==> src/rtl/core/mmlp_pkg.sv <==
// Shared constants, types and decode functions for the move message line parser.
package mmlp_pkg;

	localparam int unsigned MAX_PLY_DIGITS_DEF     = 7;
	localparam int unsigned MAX_NOTATION_CHARS_DEF = 8;

	localparam int unsigned CFG_IW = 2;
	localparam int unsigned CFG_DW = 4;

	localparam logic [CFG_IW-1:0] CFG_PLY_CAP  = 2'd0;
	localparam logic [CFG_IW-1:0] CFG_MOVE_CAP = 2'd1;
	localparam logic [CFG_IW-1:0] CFG_NOTE_CAP = 2'd2;

	localparam logic [3:0] PLY_CAP_RST  = 4'd8;
	localparam logic [2:0] MOVE_CAP_RST = 3'd6;
	localparam logic [3:0] NOTE_CAP_RST = 4'd9;

	localparam logic [3:0] MOVE_MAX_CHARS = 4'd5;
	localparam logic [2:0] MOVE_MIN_CHARS = 3'd4;
	localparam logic [2:0] PREFIX_LEN     = 3'd5;

	localparam logic [2:0] PH_PREFIX = 3'd0;
	localparam logic [2:0] PH_DIGITS = 3'd1;
	localparam logic [2:0] PH_MOVE   = 3'd2;
	localparam logic [2:0] PH_NOTE   = 3'd3;
	localparam logic [2:0] PH_TAIL   = 3'd4;

	localparam logic [7:0] CH_NUL   = 8'h00;
	localparam logic [7:0] CH_SPACE = 8'h20;
	localparam logic [7:0] CH_0     = 8'h30;
	localparam logic [7:0] CH_9     = 8'h39;
	localparam logic [7:0] CH_1     = 8'h31;
	localparam logic [7:0] CH_8     = 8'h38;
	localparam logic [7:0] CH_A     = 8'h61;
	localparam logic [7:0] CH_H     = 8'h68;
	localparam logic [7:0] CH_Q     = 8'h71;
	localparam logic [7:0] CH_R     = 8'h72;
	localparam logic [7:0] CH_B     = 8'h62;
	localparam logic [7:0] CH_N     = 8'h6E;
	localparam logic [7:0] CH_UM    = 8'h4D;
	localparam logic [7:0] CH_UO    = 8'h4F;
	localparam logic [7:0] CH_UV    = 8'h56;
	localparam logic [7:0] CH_UE    = 8'h45;

	localparam logic [2:0] PROMO_NONE = 3'd0;
	localparam logic [2:0] PROMO_Q    = 3'd1;
	localparam logic [2:0] PROMO_R    = 3'd2;
	localparam logic [2:0] PROMO_B    = 3'd3;
	localparam logic [2:0] PROMO_N    = 3'd4;

	typedef struct packed {
		logic       ok;
		logic [2:0] code;
	} move_code_t;

	// Usable characters for a buffer of the given size, clamped to a hard maximum.
	function automatic logic [3:0] cap_limit(input logic [3:0] cap, input logic [3:0] most);
		logic [3:0] lim;
		lim = (cap == 4'd0) ? 4'd0 : cap - 4'd1;
		return (lim > most) ? most : lim;
	endfunction

	function automatic logic [7:0] prefix_char(input logic [2:0] idx);
		logic [7:0] c;
		case (idx)
			3'd0:    c = CH_UM;
			3'd1:    c = CH_UO;
			3'd2:    c = CH_UV;
			3'd3:    c = CH_UE;
			3'd4:    c = CH_SPACE;
			default: c = CH_NUL;
		endcase
		return c;
	endfunction

	function automatic move_code_t move_code(input logic [2:0] pos, input logic [7:0] c);
		move_code_t r;
		r = '{ok: 1'b0, code: 3'd0};
		case (pos)
			3'd0, 3'd2: begin
				if (c inside {[CH_A:CH_H]}) begin
					r.ok   = 1'b1;
					r.code = 3'(c - CH_A);
				end
			end
			3'd1, 3'd3: begin
				if (c inside {[CH_1:CH_8]}) begin
					r.ok   = 1'b1;
					r.code = 3'(c - CH_1);
				end
			end
			default: begin
				case (c)
					CH_Q:    r = '{ok: 1'b1, code: PROMO_Q};
					CH_R:    r = '{ok: 1'b1, code: PROMO_R};
					CH_B:    r = '{ok: 1'b1, code: PROMO_B};
					CH_N:    r = '{ok: 1'b1, code: PROMO_N};
					default: r = '{ok: 1'b0, code: PROMO_NONE};
				endcase
			end
		endcase
		return r;
	endfunction

	function automatic logic is_digit(input logic [7:0] c);
		return (c >= CH_0) && (c <= CH_9);
	endfunction

endpackage

==> src/rtl/core/move_message_line_parser_unit.sv <==
// Top level of the move message line parser: input stage, parse state and result register.
// A line-ending zero word is registered in the input stage, then loaded into the result
//   register, which raises out_valid. Other words only update the parse state.
// Throughput: one word per cycle; a zero word waits in the input stage only while the
//   previous result is still held on the output and not taken.
// Reset: arst_n clears parse state and handshake flags and restores capacities 8, 6, 9.
module move_message_line_parser_unit #(
	parameter int unsigned MAX_PLY_DIGITS     = mmlp_pkg::MAX_PLY_DIGITS_DEF,
	parameter int unsigned MAX_NOTATION_CHARS = mmlp_pkg::MAX_NOTATION_CHARS_DEF
) (
	input  logic                        clk,
	input  logic                        arst_n,
	input  logic                        cfg_we,
	input  logic [mmlp_pkg::CFG_IW-1:0] cfg_index,
	input  logic [mmlp_pkg::CFG_DW-1:0] cfg_data,
	input  logic                        in_valid,
	output logic                        in_ready,
	input  logic [7:0]                  line_char,
	output logic                        out_valid,
	input  logic                        out_ready,
	output logic                        line_ok,
	output logic [23:0]                 ply_value,
	output logic [2:0]                  ply_digit_count,
	output logic [2:0]                  from_file,
	output logic [2:0]                  from_rank,
	output logic [2:0]                  to_file,
	output logic [2:0]                  to_rank,
	output logic [2:0]                  promotion,
	output logic [63:0]                 notation_bytes,
	output logic [3:0]                  notation_length
);
	import mmlp_pkg::*;

	localparam int unsigned PCW = $clog2(MAX_PLY_DIGITS + 1);
	localparam int unsigned NCW = $clog2(MAX_NOTATION_CHARS + 1);
	localparam int unsigned NIW = (MAX_NOTATION_CHARS > 1) ? $clog2(MAX_NOTATION_CHARS) : 1;
	localparam logic [3:0]  PLY_MOST  = 4'(MAX_PLY_DIGITS);
	localparam logic [3:0]  NOTE_MOST = 4'(MAX_NOTATION_CHARS);

	// Capacity registers, read on every word.
	logic [3:0] ply_cap_q;
	logic [2:0] mv_cap_q;
	logic [3:0] note_cap_q;

	always_ff @(posedge clk or negedge arst_n) begin
		if (!arst_n) begin
			ply_cap_q  <= PLY_CAP_RST;
			mv_cap_q   <= MOVE_CAP_RST;
			note_cap_q <= NOTE_CAP_RST;
		end else if (cfg_we) begin
			case (cfg_index)
				CFG_PLY_CAP:  ply_cap_q  <= cfg_data[3:0];
				CFG_MOVE_CAP: mv_cap_q   <= cfg_data[2:0];
				CFG_NOTE_CAP: note_cap_q <= cfg_data[3:0];
				default: ;
			endcase
		end
	end

	logic [3:0] ply_lim, move_lim, note_lim;
	assign ply_lim  = cap_limit(ply_cap_q, PLY_MOST);
	assign move_lim = cap_limit({1'b0, mv_cap_q}, MOVE_MAX_CHARS);
	assign note_lim = cap_limit(note_cap_q, NOTE_MOST);

	// Input stage: one word held until the parse step consumes it.
	logic       valid_s1;
	logic [7:0] char_s1;
	logic       out_valid_q;
	logic       advance;
	logic       line_end;

	// A nonzero word only updates state; a zero word also needs the result slot.
	assign line_end = valid_s1 && (char_s1 == CH_NUL);
	assign advance  = valid_s1 && ((char_s1 != CH_NUL) || !out_valid_q || out_ready);
	assign in_ready = !valid_s1 || advance;

	always_ff @(posedge clk or negedge arst_n) begin
		if (!arst_n) begin
			valid_s1 <= 1'b0;
		end else if (in_valid && in_ready) begin
			valid_s1 <= 1'b1;
		end else if (advance) begin
			valid_s1 <= 1'b0;
		end
	end

	always_ff @(posedge clk) begin
		if (in_valid && in_ready) begin
			char_s1 <= line_char;
		end
	end

	// Parse state of the current line.
	logic [2:0]     phase_q, phase_d;
	logic [2:0]     pcount_q, pcount_d;
	logic           failed_q, failed_d;
	logic [23:0]    acc_q, acc_d;
	logic [PCW-1:0] digits_q, digits_d;
	logic [14:0]    mfields_q, mfields_d;
	logic [2:0]     mlen_q, mlen_d;
	logic [NCW-1:0] ncount_q, ncount_d;
	logic           note_we;
	logic [7:0]     note_q [MAX_NOTATION_CHARS];

	move_code_t  mc;
	logic [23:0] dval;

	assign mc   = move_code(mlen_q, char_s1);
	assign dval = {20'd0, 4'(char_s1 - CH_0)};

	always_comb begin
		phase_d   = phase_q;
		pcount_d  = pcount_q;
		failed_d  = failed_q;
		acc_d     = acc_q;
		digits_d  = digits_q;
		mfields_d = mfields_q;
		mlen_d    = mlen_q;
		ncount_d  = ncount_q;
		note_we   = 1'b0;
		if (advance) begin
			if (char_s1 == CH_NUL) begin
				// Line ends: start the next one from scratch.
				phase_d   = PH_PREFIX;
				pcount_d  = 3'd0;
				failed_d  = 1'b0;
				acc_d     = 24'd0;
				digits_d  = '0;
				mfields_d = 15'd0;
				mlen_d    = 3'd0;
				ncount_d  = '0;
			end else if (!failed_q) begin
				case (phase_q)
					PH_PREFIX: begin
						if (pcount_q < PREFIX_LEN && char_s1 == prefix_char(pcount_q)) begin
							pcount_d = pcount_q + 3'd1;
							if (pcount_q == PREFIX_LEN - 3'd1) begin
								phase_d = PH_DIGITS;
							end
						end else begin
							failed_d = 1'b1;
						end
					end
					PH_DIGITS: begin
						if (is_digit(char_s1) && 4'(digits_q) < ply_lim) begin
							// times ten as two shifts and an add
							acc_d    = (acc_q << 3) + (acc_q << 1) + dval;
							digits_d = digits_q + PCW'(1);
						end else if (char_s1 == CH_SPACE && digits_q != '0) begin
							phase_d = PH_MOVE;
						end else begin
							failed_d = 1'b1;
						end
					end
					PH_MOVE: begin
						if (char_s1 == CH_SPACE) begin
							if (mlen_q < MOVE_MIN_CHARS) begin
								failed_d = 1'b1;
							end else begin
								phase_d = (note_cap_q == 4'd0) ? PH_TAIL : PH_NOTE;
							end
						end else if ({1'b0, mlen_q} >= move_lim || !mc.ok) begin
							failed_d = 1'b1;
						end else begin
							for (int i = 0; i < 5; i++) begin
								if (mlen_q == 3'(i)) begin
									mfields_d[3*i +: 3] = mc.code;
								end
							end
							mlen_d = mlen_q + 3'd1;
						end
					end
					PH_NOTE: begin
						// A space or a full buffer closes the notation; the rest is ignored.
						if (char_s1 == CH_SPACE || 4'(ncount_q) >= note_lim) begin
							phase_d = PH_TAIL;
						end else begin
							note_we  = 1'b1;
							ncount_d = ncount_q + NCW'(1);
						end
					end
					default: ;
				endcase
			end
		end
	end

	always_ff @(posedge clk or negedge arst_n) begin
		if (!arst_n) begin
			phase_q   <= PH_PREFIX;
			pcount_q  <= 3'd0;
			failed_q  <= 1'b0;
			acc_q     <= 24'd0;
			digits_q  <= '0;
			mfields_q <= 15'd0;
			mlen_q    <= 3'd0;
			ncount_q  <= '0;
		end else begin
			phase_q   <= phase_d;
			pcount_q  <= pcount_d;
			failed_q  <= failed_d;
			acc_q     <= acc_d;
			digits_q  <= digits_d;
			mfields_q <= mfields_d;
			mlen_q    <= mlen_d;
			ncount_q  <= ncount_d;
		end
	end

	// Notation bytes: only entries below the count are ever read, so no clearing.
	always_ff @(posedge clk) begin
		if (note_we) begin
			note_q[ncount_q[NIW-1:0]] <= char_s1;
		end
	end

	// Verdict and field assembly for the line being closed.
	logic        ok_now;
	logic        note_show;
	logic [63:0] note_pack;

	assign ok_now = !failed_q && (phase_q == PH_NOTE || phase_q == PH_TAIL ||
		(phase_q == PH_MOVE && mlen_q >= MOVE_MIN_CHARS));

	// Drop a notation that opens with a digit.
	assign note_show = (ncount_q != '0) && !is_digit(note_q[0]);

	for (genvar i = 0; i < 8; i++) begin : g_pack
		if (i < MAX_NOTATION_CHARS) begin : g_used
			assign note_pack[8*i +: 8] = (4'(ncount_q) > 4'(i)) ? note_q[i] : 8'd0;
		end else begin : g_pad
			assign note_pack[8*i +: 8] = 8'd0;
		end
	end

	// Result register: loaded when a zero word leaves the input stage.
	logic        res_ok_q;
	logic [23:0] res_ply_q;
	logic [2:0]  res_digits_q;
	logic [14:0] res_move_q;
	logic [63:0] res_note_q;
	logic [3:0]  res_nlen_q;

	always_ff @(posedge clk or negedge arst_n) begin
		if (!arst_n) begin
			out_valid_q <= 1'b0;
		end else if (advance && line_end) begin
			out_valid_q <= 1'b1;
		end else if (out_ready) begin
			out_valid_q <= 1'b0;
		end
	end

	always_ff @(posedge clk) begin
		if (advance && line_end) begin
			res_ok_q     <= ok_now;
			res_ply_q    <= ok_now ? acc_q : 24'd0;
			res_digits_q <= ok_now ? 3'(digits_q) : 3'd0;
			res_move_q   <= ok_now ? mfields_q : 15'd0;
			res_note_q   <= (ok_now && note_show) ? note_pack : 64'd0;
			res_nlen_q   <= (ok_now && note_show) ? 4'(ncount_q) : 4'd0;
		end
	end

	assign out_valid       = out_valid_q;
	assign line_ok         = res_ok_q;
	assign ply_value       = res_ply_q;
	assign ply_digit_count = res_digits_q;
	assign from_file       = res_move_q[2:0];
	assign from_rank       = res_move_q[5:3];
	assign to_file         = res_move_q[8:6];
	assign to_rank         = res_move_q[11:9];
	assign promotion       = res_move_q[14:12];
	assign notation_bytes  = res_note_q;
	assign notation_length = res_nlen_q;

endmodule

==> config.mk <==
export PLATFORM = sky130hd
export DESIGN_NAME = move_message_line_parser_unit
export DESIGN_NICKNAME = d
export VERILOG_FILES = /design/src/rtl/core/mmlp_pkg.sv /design/src/rtl/core/move_message_line_parser_unit.sv
export SDC_FILE = /design/constraint.sdc
export NUM_CORES = 1
export LEC_CHECK = 0
export BUFFER_PORTS_ARGS = -buffer_cell sky130_fd_sc_hd__buf_4
export CAP_MARGIN = 30
export CORE_UTILIZATION = 51
export CTS_BUF_LIST = sky130_fd_sc_hd__clkbuf_8
export DETAILED_ROUTE_END_ITERATION = 12
export PLACE_DENSITY_LB_ADDON = 0.25
export SKIP_LAST_GASP = 1
export SLEW_MARGIN = 20
export SYNTH_ARGS = -nofsm -noshare
export SYNTH_HDL_FRONTEND = slang
export SYNTH_SLANG_ARGS = --single-unit
==> constraint.sdc <==
create_clock -name clk -period 9.1 [get_ports clk]
set_input_delay 1.82 -clock clk [delete_from_list [all_inputs] [get_ports clk]]
set_output_delay 1.82 -clock clk [all_outputs]
set_load 0.01 [all_outputs]
==> results.md, run 1 <==
- Outcome: finished, final reports clean
- Most frequent cell after synthesis: edfxtp_1
- Initial antenna violation count: 0
- Worst-path clk slew: 0.06 ns
- Ports: 132
- HPWL after DPL: 16.7 mm
- Comb pwr share: 20.0%
- Hold_buf cts: 0
- Min Tclk post-route: 4.64 ns
- Hold Path Depth: 1
- Worst Hold End: mfields_q[10]$_DFFE_PN0P_
- Initial DRC count: 498
- Area of the core: 22800 um^2
- Netlist cell types: 81
- Area growth, synth to finish: 16.9%
- Worst hold path class: reg2reg
- Worst hold start: mfields_q[10]$_DFFE_PN0P_
- Clock Power Share: 32.0%
- # DRC: 0
- Vias in the first global route: 7779
- Actual slew at the worst max-slew pin: 0.836 ns
- Final GP Congestion: 0.855
- Final instance area: 14000 um^2
- Met1 usage: 29.5%
- Port Buffers: 131
- Filler cell count: 1835
- Via density: 5.52
- Area used by multi-input combinational logic: 4460 um^2
- Clock sink total: 252
- Worst path cell trace: inv_1, ha_1, nand2_1, nor3_4, nand3_1, buf_4
- Setup_tns: 0 ns
- Wire per inst: 17.3 um
- NetSw: 0.000795 W
- Synth top area share: 45.9%
- RSZ-0062 raised after global routing: no
- Final WL: 24.9 mm
- Area leader, netlist: edfxtp_1
- First-pass GRT wire length: 40.3 mm
- Pwr dens: 194 nW/um^2
- Yosys warns: 0
- Placement Cell Area: 13200 um^2
- Required @ worst endpoint: 7.28 ns
- DP Worst Slack: 4.63 ns
- Tot GR Track Use: 21.3%
- Worst-path maximum fanout: 14
- Initial Util: 52.4%
- Max clock buf depth: 3
- Critical Setup Path Class: reg2out
- Register area share after synthesis: 60.4%
- Clock Skew: 0.0221 ns
- Final #Nets: 1186
- Post-route worst setup slack: 4.46 ns
- Post-synth EDFFs: 183
- Reg2reg path depth: 8
- Hold_ws: 0.488 ns
- Most used DFF post-synth: edfxtp_1
- Int Power: 0.00192 W
- Post-CTS Setup Bufs: 0
- Chip height: 155 um
- Switching Fraction: 29.3%
- Most Used Layer, Global Route: met2
- Post-Syn Area: 12000 um^2
- Full die area: 24100 um^2
- Clock Latency Late Sink: 0.55 ns
- # setup viols final: 0
- Floorplan row count: 55
- Final Max Tran Viols: 0
- Hold Vio Cnt, Final: 0
- Die X: 155 um
- Worst Setup End Kind: output port
- Post-synthesis async set-or-reset flop share: 27.4%
- Sequential Power Share: 48.0%
- Storage element area: 7230 um^2
- Met2 global-route usage: 33.5%
- CTS tree: done
- Yosys reg bits: 252
- Root Buffer: clkbuf_8
- Total number of vias: 7934
- P_leak: 6.06 nW
- GR Overflow Total: 0
- Resized cells post-CTS: 0
- Worst path arrival time: 2.82 ns
- Post-route clock period utilization: 50.9%
- Max rail drop VDD: 0.0995 mV
- H-Tree Depth: 2
- TritonRoute pass-1 iters: 5
- Largest net degree at the start of global routing: 70
- Synth area leaders: edfxtp_1, dfrtp_1, ha_1
- CP max stage delay: 0.60 ns
- Num CTS Buffers: 41
- Critical R2R Capture: notation_bytes[35]$_SDFFCE_PN0P_
- R2R Setup Slk: 5.16 ns
- CP max stage cell: edfxtp_1
- FMAX: 216 MHz
- Startpoint Class: flop
- Syn Nets: 1041
- Synth Area per Inst: 12.6 um^2
- M3 GR Usage: 4.37%
- Top cells by count, synth: edfxtp_1, ha_1, dfrtp_1
- Post-Syn Instances: 947
- Max cap viols: 0
- Antenna Cells: 0
- Worst slew margin: 44.2%
- Layout cells sized above 1: 20.6%
- Reg2Reg Launch Point: char_s1[0]$_DFFE_PP_
- Routed Antenna Nets: 0
-- cell families after synthesis --
family                   share of synthesized area (%)
AO/OA/AOI/OAI                                     8.98
XOR/XNOR                                          1.61
adder cells (fa/ha/maj)                           8.05
buffers and inverters                             2.39
flip-flops                                        60.4
multiplexers                                      2.09
AND/OR/NAND/NOR                                   16.5
-- worst max path at each step --
stage	to	slack, ns	start	depth (start not counted)
floorplan	mfields_q[0]$_DFFE_PN0P_	4.73	out_ready	6
global placement	in_ready	4.74	out_ready	4
detailed placement	note_q[4][2]$_DFFE_PP_	4.63	out_ready	6
CTS	in_ready	4.46	char_s1[0]$_DFFE_PP_	6
global route	in_ready	4.30	char_s1[0]$_DFFE_PP_	6
finish	in_ready	4.46	char_s1[0]$_DFFE_PP_	6
-- cells in the final DEF, fill, tap and decap left out, types with 8 or more instances in the layout --
master,count
mux2_2,16
and2_1,56
a31oi_1,11
ha_1,73
a22o_1,9
xnor2_1,12
nand2b_1,8
nor3_1,11
xor2_1,10
inv_1,42
buf_4,139
nand4_1,8
nor2_1,39
edfxtp_1,183
nand3_1,37
nand2_1,51
nor4_1,11
clkinv_1,15
a21oi_1,28
nor2b_1,20
nor3b_1,9
dfrtp_1,64
o21ai_0,49
and3_1,58
clkbuf_8,42
-- registers in the layout, indices dropped and copies added, names as in the netlist --
register	count
mlen_q	3
phase_q	3
ply_digit_count	3
ncount_q	4
line_ok	1
ply_value	24
res_move_q	15
pcount_q	3
note_q	64
failed_q	1
notation_bytes	64
notation_length	4
note_cap_q	4
mv_cap_q	3
acc_q	24
digits_q	3
ply_cap_q	4
mfields_q	15
char_s1	8
out_valid	1
valid_s1	1
-- cell type report --
| type | instances | area share [%] |
|---|---|---|
| Sequential cell | 252 | 51.6 |
| Multi-Input combinational cell | 625 | 31.9 |
| Timing Repair Buffer | 141 | 7.63 |
| Clock buffer | 42 | 4.13 |
| Tap cell | 313 | 2.80 |
| Clock inverter | 34 | 1.05 |
| Inverter | 31 | 0.849 |
-- power groups by stage --
stage | Sequential, W | Combinational [W] | Clock [W]
after floorplan | 0.00131 | 0.000425 | 0
after global placement | 0.00132 | 0.000525 | 0
after detailed placement | 0.00132 | 0.000534 | 0
after CTS | 0.00130 | 0.000538 | 0.000891
after global routing | 0.00131 | 0.000617 | 0.000945
final | 0.00130 | 0.000544 | 0.000869
-- critical path, delay by kind of cell (launching register included) --
kind | cells | cell delay, ns
fa+ha+maj | 1 | 0.34
buf+inv | 2 | 0.48
simple gates | 3 | 0.85
flops | 1 | 0.60
-- per-stage QoR --
step / utilization [%] / instances / total power, W
after floorplan: - / 947 / 0.00173
after detailed placement: 57.9 / 1360 / 0.00186
final: 61.3 / 1438 / 0.00272
after global routing: 61.3 / 1438 / 0.00287
after global placement: 57.9 / 1360 / 0.00185
after CTS: 61.1 / 1436 / 0.00273
-- routing by layer --
layer  wire length, um  share of wire [%]
met1             11500                 46
met2             11400                 46
met3              1460                5.9
met4               495                2.0
met5                 0                  0
Power figures use the tool's default switching activity.
==> run 2, diff against run 1 <==
--- a/config.mk
+++ b/config.mk
@@ -5,6 +5,7 @@
 export SDC_FILE = /design/constraint.sdc
 export NUM_CORES = 1
 export LEC_CHECK = 0
+export ABC_AREA = 1
 export BUFFER_PORTS_ARGS = -buffer_cell sky130_fd_sc_hd__buf_4
 export CAP_MARGIN = 30
 export CORE_UTILIZATION = 51
==> constraint.sdc (replaced) <==
create_clock -name clk -period 3.84 [get_ports clk]
set_input_delay 0.768 -clock clk [delete_from_list [all_inputs] [get_ports clk]]
set_output_delay 0.768 -clock clk [all_outputs]
set_load 0.01 [all_outputs]
==> run 2 against run 1 <==
Against the previous run: non-clock buffer count is 2 higher; core utilization up 0.55 points; sequential power grew 140%; setup slack worse by 4.0 ns; cell count up 20%; power increased to 2.6 times the previous value; combinational power rose to 3.0 times the previous value; clock skew down 0.0058 ns; synthesized cell count up 27%; clock power grew to 2.8 times the previous value; critical path type unchanged.
==> results.md, run 2 <==
- CTS tree: done (unchanged)
- RSZ-0062 raised after global routing: no (unchanged)
- Area used by multi-input combinational logic: 4110 um^2 (was 4460 um^2)
- Max cap viols: 0 (unchanged)
- Via density: 4.99 (was 5.52)
- Max clock buf depth: 3 (unchanged)
- Resized cells post-CTS: 0 (unchanged)
- Num CTS Buffers: 42 (was 41)
- Hold_buf cts: 0 (unchanged)
- Die X: 157 um (was 155 um)
- Commonest cells after routing, fill and taps aside: inv_1, nand2_1, nor2_1 (was edfxtp_1, buf_4, ha_1)
- Comb pwr share: 22.6% (was 20.0%)
- Post-synth EDFFs: 183 (unchanged)
- Final GP Congestion: 0.912 (was 0.855)
- Most frequent cell after synthesis: inv_1 (was edfxtp_1)
- Hold_ws: 0.0806 ns (was 0.488 ns)
- Startpoint Class: flop (unchanged)
- Post-Synth XOR/XNOR Area: 0.861% (was 1.61%)
- Post-route clock period utilization: 86.9%
- Reg2Reg Launch Point: char_s1[2]$_DFFE_PP_ (was char_s1[0]$_DFFE_PP_)
- Vias in the first global route: 8308 (was 7779)
- Netlist cell types: 48 (was 81)
- Clock Power Share: 34.3% (was 32.0%)
- Post-CTS Setup Bufs: 0 (unchanged)
- Synth Area per Inst: 10.2 um^2 (was 12.6 um^2)
- Storage element area: 7230 um^2 (unchanged)
- Top cells by count, synth: inv_1, nand2_1, nor2_1 (was edfxtp_1, ha_1, dfrtp_1)
- Commonest non-fill, non-tap cell in the layout: inv_1 (was edfxtp_1)
- Worst hold path class: in2async (was reg2reg)
- Final Max Tran Viols: 0 (unchanged)
- Register area share after synthesis: 59.2% (was 60.4%)
- Setup_tns: 0 ns (unchanged)
- Largest net degree at the start of global routing: 87 (was 70)
- Int Power: 0.00493 W (was 0.00192 W)
- Met1 usage: 30.9% (was 29.5%)
- Clock sink total: 252 (unchanged)
- Largest family of logic cells by synthesized area: simple AND/OR/NAND/NOR gates (unchanged)
- Syn Nets: 1296 (was 1041)
- Synth area leaders: edfxtp_1, dfrtp_1, ha_1 (unchanged)
- Post-synthesis simple-gate area fraction: 17.1% (was 16.5%)
- Hold Vio Cnt, Final: 0 (unchanged)
- Initial DRC count: 484 (was 498)
- Port Buffers: 131 (unchanged)
- Most used DFF post-synth: edfxtp_1 (unchanged)
- Max rail drop VDD: 0.230 mV (was 0.0995 mV)
- First-pass GRT wire length: 41.9 mm (was 40.3 mm)
- # setup viols final: 0 (unchanged)
- Critical Setup Path Class: reg2out (unchanged)
- Worst slew margin: 51.6% (was 44.2%)
- Outcome: finished, final reports clean (unchanged)
- Final #Nets: 1471 (was 1186)
- Met2 global-route usage: 34.9% (was 33.5%)
- Total number of vias: 8624 (was 7934)
- Root Buffer: clkbuf_8 (unchanged)
- Chip height: 157 um (was 155 um)
- Adder-cell share of the synthesized area: 7.81% (was 8.05%)
- M3 GR Usage: 3.88% (was 4.37%)
- Min Tclk post-route: 3.34 ns
- H-Tree Depth: 2 (unchanged)
- # DRC: 0 (unchanged)
- Worst-path maximum fanout: 8 (was 14)
- Final WL: 26.0 mm (was 24.9 mm)
- Yosys warns: 0 (unchanged)
- Synth Area in Compound Gates: 7.90% (was 8.98%)
- Actual slew at the worst max-slew pin: 0.721 ns (was 0.836 ns)
- Reg2reg path depth: 12 (was 8)
- Floorplan row count: 56 (was 55)
- Initial Util: 52.0% (was 52.4%)
- Filler cell count: 1932 (was 1835)
- Antenna Cells: 0 (unchanged)
- Area leader, netlist: edfxtp_1 (unchanged)
- Post-Syn Area: 12200 um^2 (was 12000 um^2)
- Post-Syn Instances: 1202 (was 947)
- Post-layout power: 0.00712 W (was 0.00272 W)
- Clock Latency Late Sink: 0.54 ns (was 0.55 ns)
- Area growth, synth to finish: 18.9% (was 16.9%)
- Post-synthesis async set-or-reset flop share: 27.4% (unchanged)
- P_leak: 6.36 nW (was 6.06 nW)
- TritonRoute pass-1 iters: 5 (unchanged)
- Sequential Power Share: 43.1% (was 48.0%)
- NetSw: 0.00219 W (was 0.000795 W)
- Most Used Layer, Global Route: met2 (unchanged)
- Worst path arrival time: 2.57 ns (was 2.82 ns)
- Worst Setup End Kind: output port (unchanged)
- FMAX: 300 MHz
- Tot GR Track Use: 22.0% (was 21.3%)
- Clock Skew: 0.0163 ns (was 0.0221 ns)
- Ports: 132 (unchanged)
- HPWL after DPL: 18.7 mm (was 16.7 mm)
- Worst-path clk slew: 0.07 ns (was 0.06 ns)
- Switching Fraction: 30.8% (was 29.3%)
- Synth top area share: 45.0% (was 45.9%)
- Post-synthesis mux area share: 0% (was 2.09%)
- GR Overflow Total: 0 (unchanged)
- Critical R2R Capture: acc_q[14]$_DFFE_PN0P_ (was notation_bytes[35]$_SDFFCE_PN0P_)
- Yosys reg bits: 252 (unchanged)
- Required @ worst endpoint: 3.07 ns (was 7.28 ns)
- Layout cells sized above 1: 18.9% (was 20.6%)
- Full die area: 24500 um^2 (was 24100 um^2)
- Area of the core: 23500 um^2 (was 22800 um^2)
- Pwr dens: 491 nW/um^2 (was 194 nW/um^2)
- Wire per inst: 15.1 um (was 17.3 um)
- Initial antenna violation count: 0 (unchanged)
- R2R Setup Slk: 0.73 ns (was 5.16 ns)
- Routed Antenna Nets: 0 (unchanged)
run 2: changes by cell type after synthesis, moves of 9 or more:
cell      previous run  this run
inv_1               30       200
nand2_1             51       197
nor2_1              39       184
and3_1              58         0
and2_1              56         0
clkbuf_1            30         5
o21ai_1              3        28
nor2b_1             20         0
mux2_2              16         0
a21oi_1             28        38
a31oi_1             11         1
nor4_1              11         1
nand2_2              0         9
o22ai_2              1        10
run 2: routing by layer:
metal  wire length (um)  share of wire [%]
met1              12300                 47
met2              11800                 45
met3               1390                5.3
met4                544                2.1
met5                  0                  0
run 2: cell type report:
type | count | share of cell area, %
Clock inverter | 26 | 1.41
Multi-Input combinational cell | 729 | 28.3
Inverter | 209 | 5.47
Sequential cell | 252 | 49.8
Tap cell | 319 | 2.75
Clock buffer | 49 | 4.65
Timing Repair Buffer | 143 | 7.59
run 2: worst max-delay path, stage by stage (launching register included):
cell,delay (ns)
edfxtp_1,0.53
inv_1,0.17
ha_1,0.27
nand2_2,0.12
nor4_1,0.21
nand3_1,0.23
inv_1,0.14
nand3_1,0.17
buf_4,0.20
run 2: power groups by stage:
stage,registers (W),logic [W],clock network (W)
after floorplan,0.00310,0.00120,0
after global placement,0.00312,0.00155,0
after detailed placement,0.00313,0.00158,0
after CTS,0.00307,0.00159,0.00249
after global routing,0.00308,0.00184,0.00261
final,0.00307,0.00161,0.00244
run 2: cells by family (layout without fill, tap and decap cells):
| family | count (synthesis) | in the layout |
|---|---|---|
| fa+ha+maj | 75 | 75 |
| compound gates | 160 | 160 |
| xor+xnor | 12 | 12 |
| simple gates | 482 | 482 |
| buf+inv | 221 | 427 |
| flops | 252 | 252 |
run 2: worst max path at each step:
stage / start / end / slack, ns / depth (start not counted)
detailed placement: char_s1[2]$_DFFE_PP_ / acc_q[14]$_DFFE_PN0P_ / 0.75 / 12
global placement: char_s1[2]$_DFFE_PP_ / acc_q[18]$_DFFE_PN0P_ / 0.88 / 12
CTS: char_s1[1]$_DFFE_PP_ / in_ready / 0.50 / 8
floorplan: char_s1[0]$_DFFE_PP_ / line_ok$_DFFE_PP_ / 0.31 / 7
global route: char_s1[1]$_DFFE_PP_ / in_ready / 0.28 / 8
finish: char_s1[1]$_DFFE_PP_ / in_ready / 0.50 / 8
run 2: per-stage QoR:
step	setup slack (ns)	instance area [um^2]	utilization, %	cells
detailed placement	0.754	13600	57.9	1650
global route	0.282	14500	61.8	1727
global placement	0.882	13600	57.9	1649
floorplan	0.309	12200	-	1202
CTS	0.505	14500	61.7	1725
finish	0.502	14500	61.8	1727
==> run 3, diff against run 2 <==
==> constraint.sdc (replaced) <==
create_clock -name clk -period 3.6 [get_ports clk]
set_input_delay 0.72 -clock clk [delete_from_list [all_inputs] [get_ports clk]]
set_output_delay 0.72 -clock clk [all_outputs]
set_load 0.01 [all_outputs]
==> run 3 against run 2 <==
Against the previous run: setup slack worse by 0.067 ns; register-to-register slack worse by 0.15 ns; count of clock-buffer cells in the layout is 7 lower; non-clock buffer count is 4 higher; core utilization is 0.42 points lower.
==> results.md, run 3 (same netlist as run 2, synthesis figures left out) <==
- Outcome: finished, final reports clean (unchanged)
- Final WL: 26.5 mm (was 26.0 mm)
- Final Max Tran Viols: 0 (unchanged)
- TritonRoute pass-1 iters: 5 (unchanged)
- Floorplan row count: 56 (unchanged)
- Max cap viols: 0 (unchanged)
- Hold_ws: 0.0521 ns (was 0.0806 ns)
- Final #Nets: 1474 (was 1471)
- Post-route clock period utilization: 87.9%
- Worst slew margin: 54.9% (was 51.6%)
- Tot GR Track Use: 22.4% (was 22.0%)
- Critical Setup Path Class: reg2out (unchanged)
- RSZ-0062 raised after global routing: no (unchanged)
- Actual slew at the worst max-slew pin: 0.672 ns (was 0.721 ns)
- Num CTS Buffers: 41 (was 42)
- Storage element area: 7230 um^2 (unchanged)
- First-pass GRT wire length: 42.7 mm (was 41.9 mm)
- FMAX: 316 MHz
- Total number of vias: 8628 (was 8624)
- Largest net degree at the start of global routing: 70 (was 87)
- Initial DRC count: 520 (was 484)
- Worst Setup End Kind: output port (unchanged)
- Chip height: 157 um (unchanged)
- Worst-path maximum fanout: 6 (was 8)
- Port Buffers: 131 (unchanged)
- Worst-path clk slew: 0.06 ns (was 0.07 ns)
- Pwr dens: 503 nW/um^2 (was 491 nW/um^2)
- Switching Fraction: 31.7% (was 30.8%)
- Min Tclk post-route: 3.16 ns
- Max rail drop VDD: 0.273 mV (was 0.230 mV)
- Setup_tns: 0 ns (unchanged)
- DP Worst Slack: 0.651 ns (was 0.754 ns)
- Die X: 157 um (unchanged)
- Startpoint Class: flop (unchanged)
- Vias in the first global route: 8208 (was 8308)
- Routed Antenna Nets: 0 (unchanged)
- Worst path arrival time: 2.44 ns (was 2.57 ns)
- NetSw: 0.00230 W (was 0.00219 W)
- Commonest cells after routing, fill and taps aside: inv_1, nand2_1, nor2_1 (unchanged)
- Layout cells sized above 1: 18.3% (was 18.9%)
- Comb pwr share: 24.0% (was 22.6%)
- Resized cells post-CTS: 0 (unchanged)
- Post-route worst setup slack: 0.435 ns (was 0.502 ns)
- CTS tree: done (unchanged)
- Worst path cell trace: inv_1, ha_1, nand2_2, nor4_1, nand3_1, inv_1, nand3_1, buf_4 (unchanged)
- Wire per inst: 15.3 um (was 15.1 um)
- Clock Skew: 0.0354 ns (was 0.0163 ns)
- Initial Util: 52.0% (unchanged)
- CP max stage cell: edfxtp_1 (unchanged)
- Initial antenna violation count: 0 (unchanged)
- Layout Cells excl Fill: 1730 (was 1727)
- Root Buffer: clkbuf_8 (unchanged)
- Clock sink total: 252 (unchanged)
- Required @ worst endpoint: 2.88 ns (was 3.07 ns)
- Buf+Inv Stages, Crit Path: 3 (unchanged)
- GR Overflow Total: 0 (unchanged)
- Kind of cell adding the most delay to the critical path: simple AND/OR/NAND/NOR gates (unchanged)
- Reg2reg path depth: 12 (unchanged)
- H-Tree Depth: 2 (unchanged)
- Area of the core: 23500 um^2 (unchanged)
- Final GP Congestion: 0.908 (was 0.912)
- Final instance area: 14400 um^2 (was 14500 um^2)
- Area growth, synth to finish: 18.1% (was 18.9%)
- Commonest non-fill, non-tap cell in the layout: inv_1 (unchanged)
- Placed insts: 1655 (was 1650)
- Post-CTS Setup Bufs: 0 (unchanged)
- Clock Power Share: 31.0% (was 34.3%)
- Full die area: 24500 um^2 (unchanged)
- # DRC: 0 (unchanged)
- Hold_buf cts: 0 (unchanged)
- Filler cell count: 1947 (was 1932)
- Antenna Cells: 0 (unchanged)
- Via density: 4.99 (about the same)
- # setup viols final: 0 (unchanged)
- Worst hold path class: in2async (unchanged)
- P_leak: 6.33 nW (was 6.36 nW)
- CP max stage delay: 0.38 ns (was 0.53 ns)
- Ports: 132 (unchanged)
- Int Power: 0.00495 W (was 0.00493 W)
- Crit path depth: 8 (unchanged)
- Hold Vio Cnt, Final: 0 (unchanged)
- HPWL after DPL: 19.1 mm (was 18.7 mm)
- Sequential Power Share: 45.0% (was 43.1%)
- Max clock buf depth: 3 (unchanged)
- Placement Cell Area: 13600 um^2 (about the same)
- Clock Latency Late Sink: 0.55 ns (was 0.54 ns)
- Area used by multi-input combinational logic: 4110 um^2 (unchanged)
## run 3: cell count changes in the layout (fill, tap and decap cells not counted), sizes merged
cell,delta
buf,+5
bufinv,-2
inv,-1
clkinvlp,-2
clkinv,+11
clkbuf,-8
## run 3: worst reg2reg max path, delay by kind of cell, from the launching register on
kind / cells / cell delay, ns
fa+ha+maj: 3 / 0.98
compound gates: 4 / 0.96
flops: 1 / 0.57
simple gates: 4 / 0.30
buf+inv: 1 / 0.09
## run 3: path summary, 6_finish.rpt
kind                                           startpoint                   endpoint  slack (ns)
worst min-delay path                               arst_n      acc_q[13]$_DFFE_PN0P_        0.05
min in group clk                                 in_valid       valid_s1$_DFFE_PN0P_        0.38
worst max register to register       char_s1[2]$_DFFE_PP_      acc_q[18]$_DFFE_PN0P_        0.58
max in group asynchronous                          arst_n    mv_cap_q[1]$_DFFE_PN1P_        2.95
worst max-delay path                 char_s1[0]$_DFFE_PP_                   in_ready        0.44
worst min register to register  mfields_q[12]$_DFFE_PN0P_  mfields_q[12]$_DFFE_PN0P_        0.49
## run 3: power by group through the flow
stage / Combinational (W) / Sequential, W / Clock (W)
finish: 0.00174 / 0.00327 / 0.00225
global route: 0.00198 / 0.00328 / 0.00243
CTS: 0.00171 / 0.00327 / 0.00230
detailed placement: 0.00170 / 0.00332 / 0
global placement: 0.00168 / 0.00332 / 0
floorplan: 0.00128 / 0.00331 / 0
## run 3: layout make-up
class	count	share of cell area (%)
Multi-Input combinational cell	729	28.5
Inverter	209	5.50
Timing Repair Buffer	147	7.95
Sequential cell	252	50.2
Clock inverter	32	1.10
Clock buffer	42	4.01
Tap cell	319	2.77
## run 3: routing by layer
metal	global-route usage, %	wire length [um]
met2	35.4	12000
met4	6.54	530
met5	0	0
met1	32.0	12600
met3	3.57	1340
## run 3: through the flow
stage,total power (W),utilization [%]
2_1_floorplan,0.00459,-
3_3_place_gp,0.00500,58.1
3_5_place_dp,0.00503,58.1
4_1_cts,0.00728,61.3
5_1_grt,0.00769,61.4
6_report,0.00725,61.4
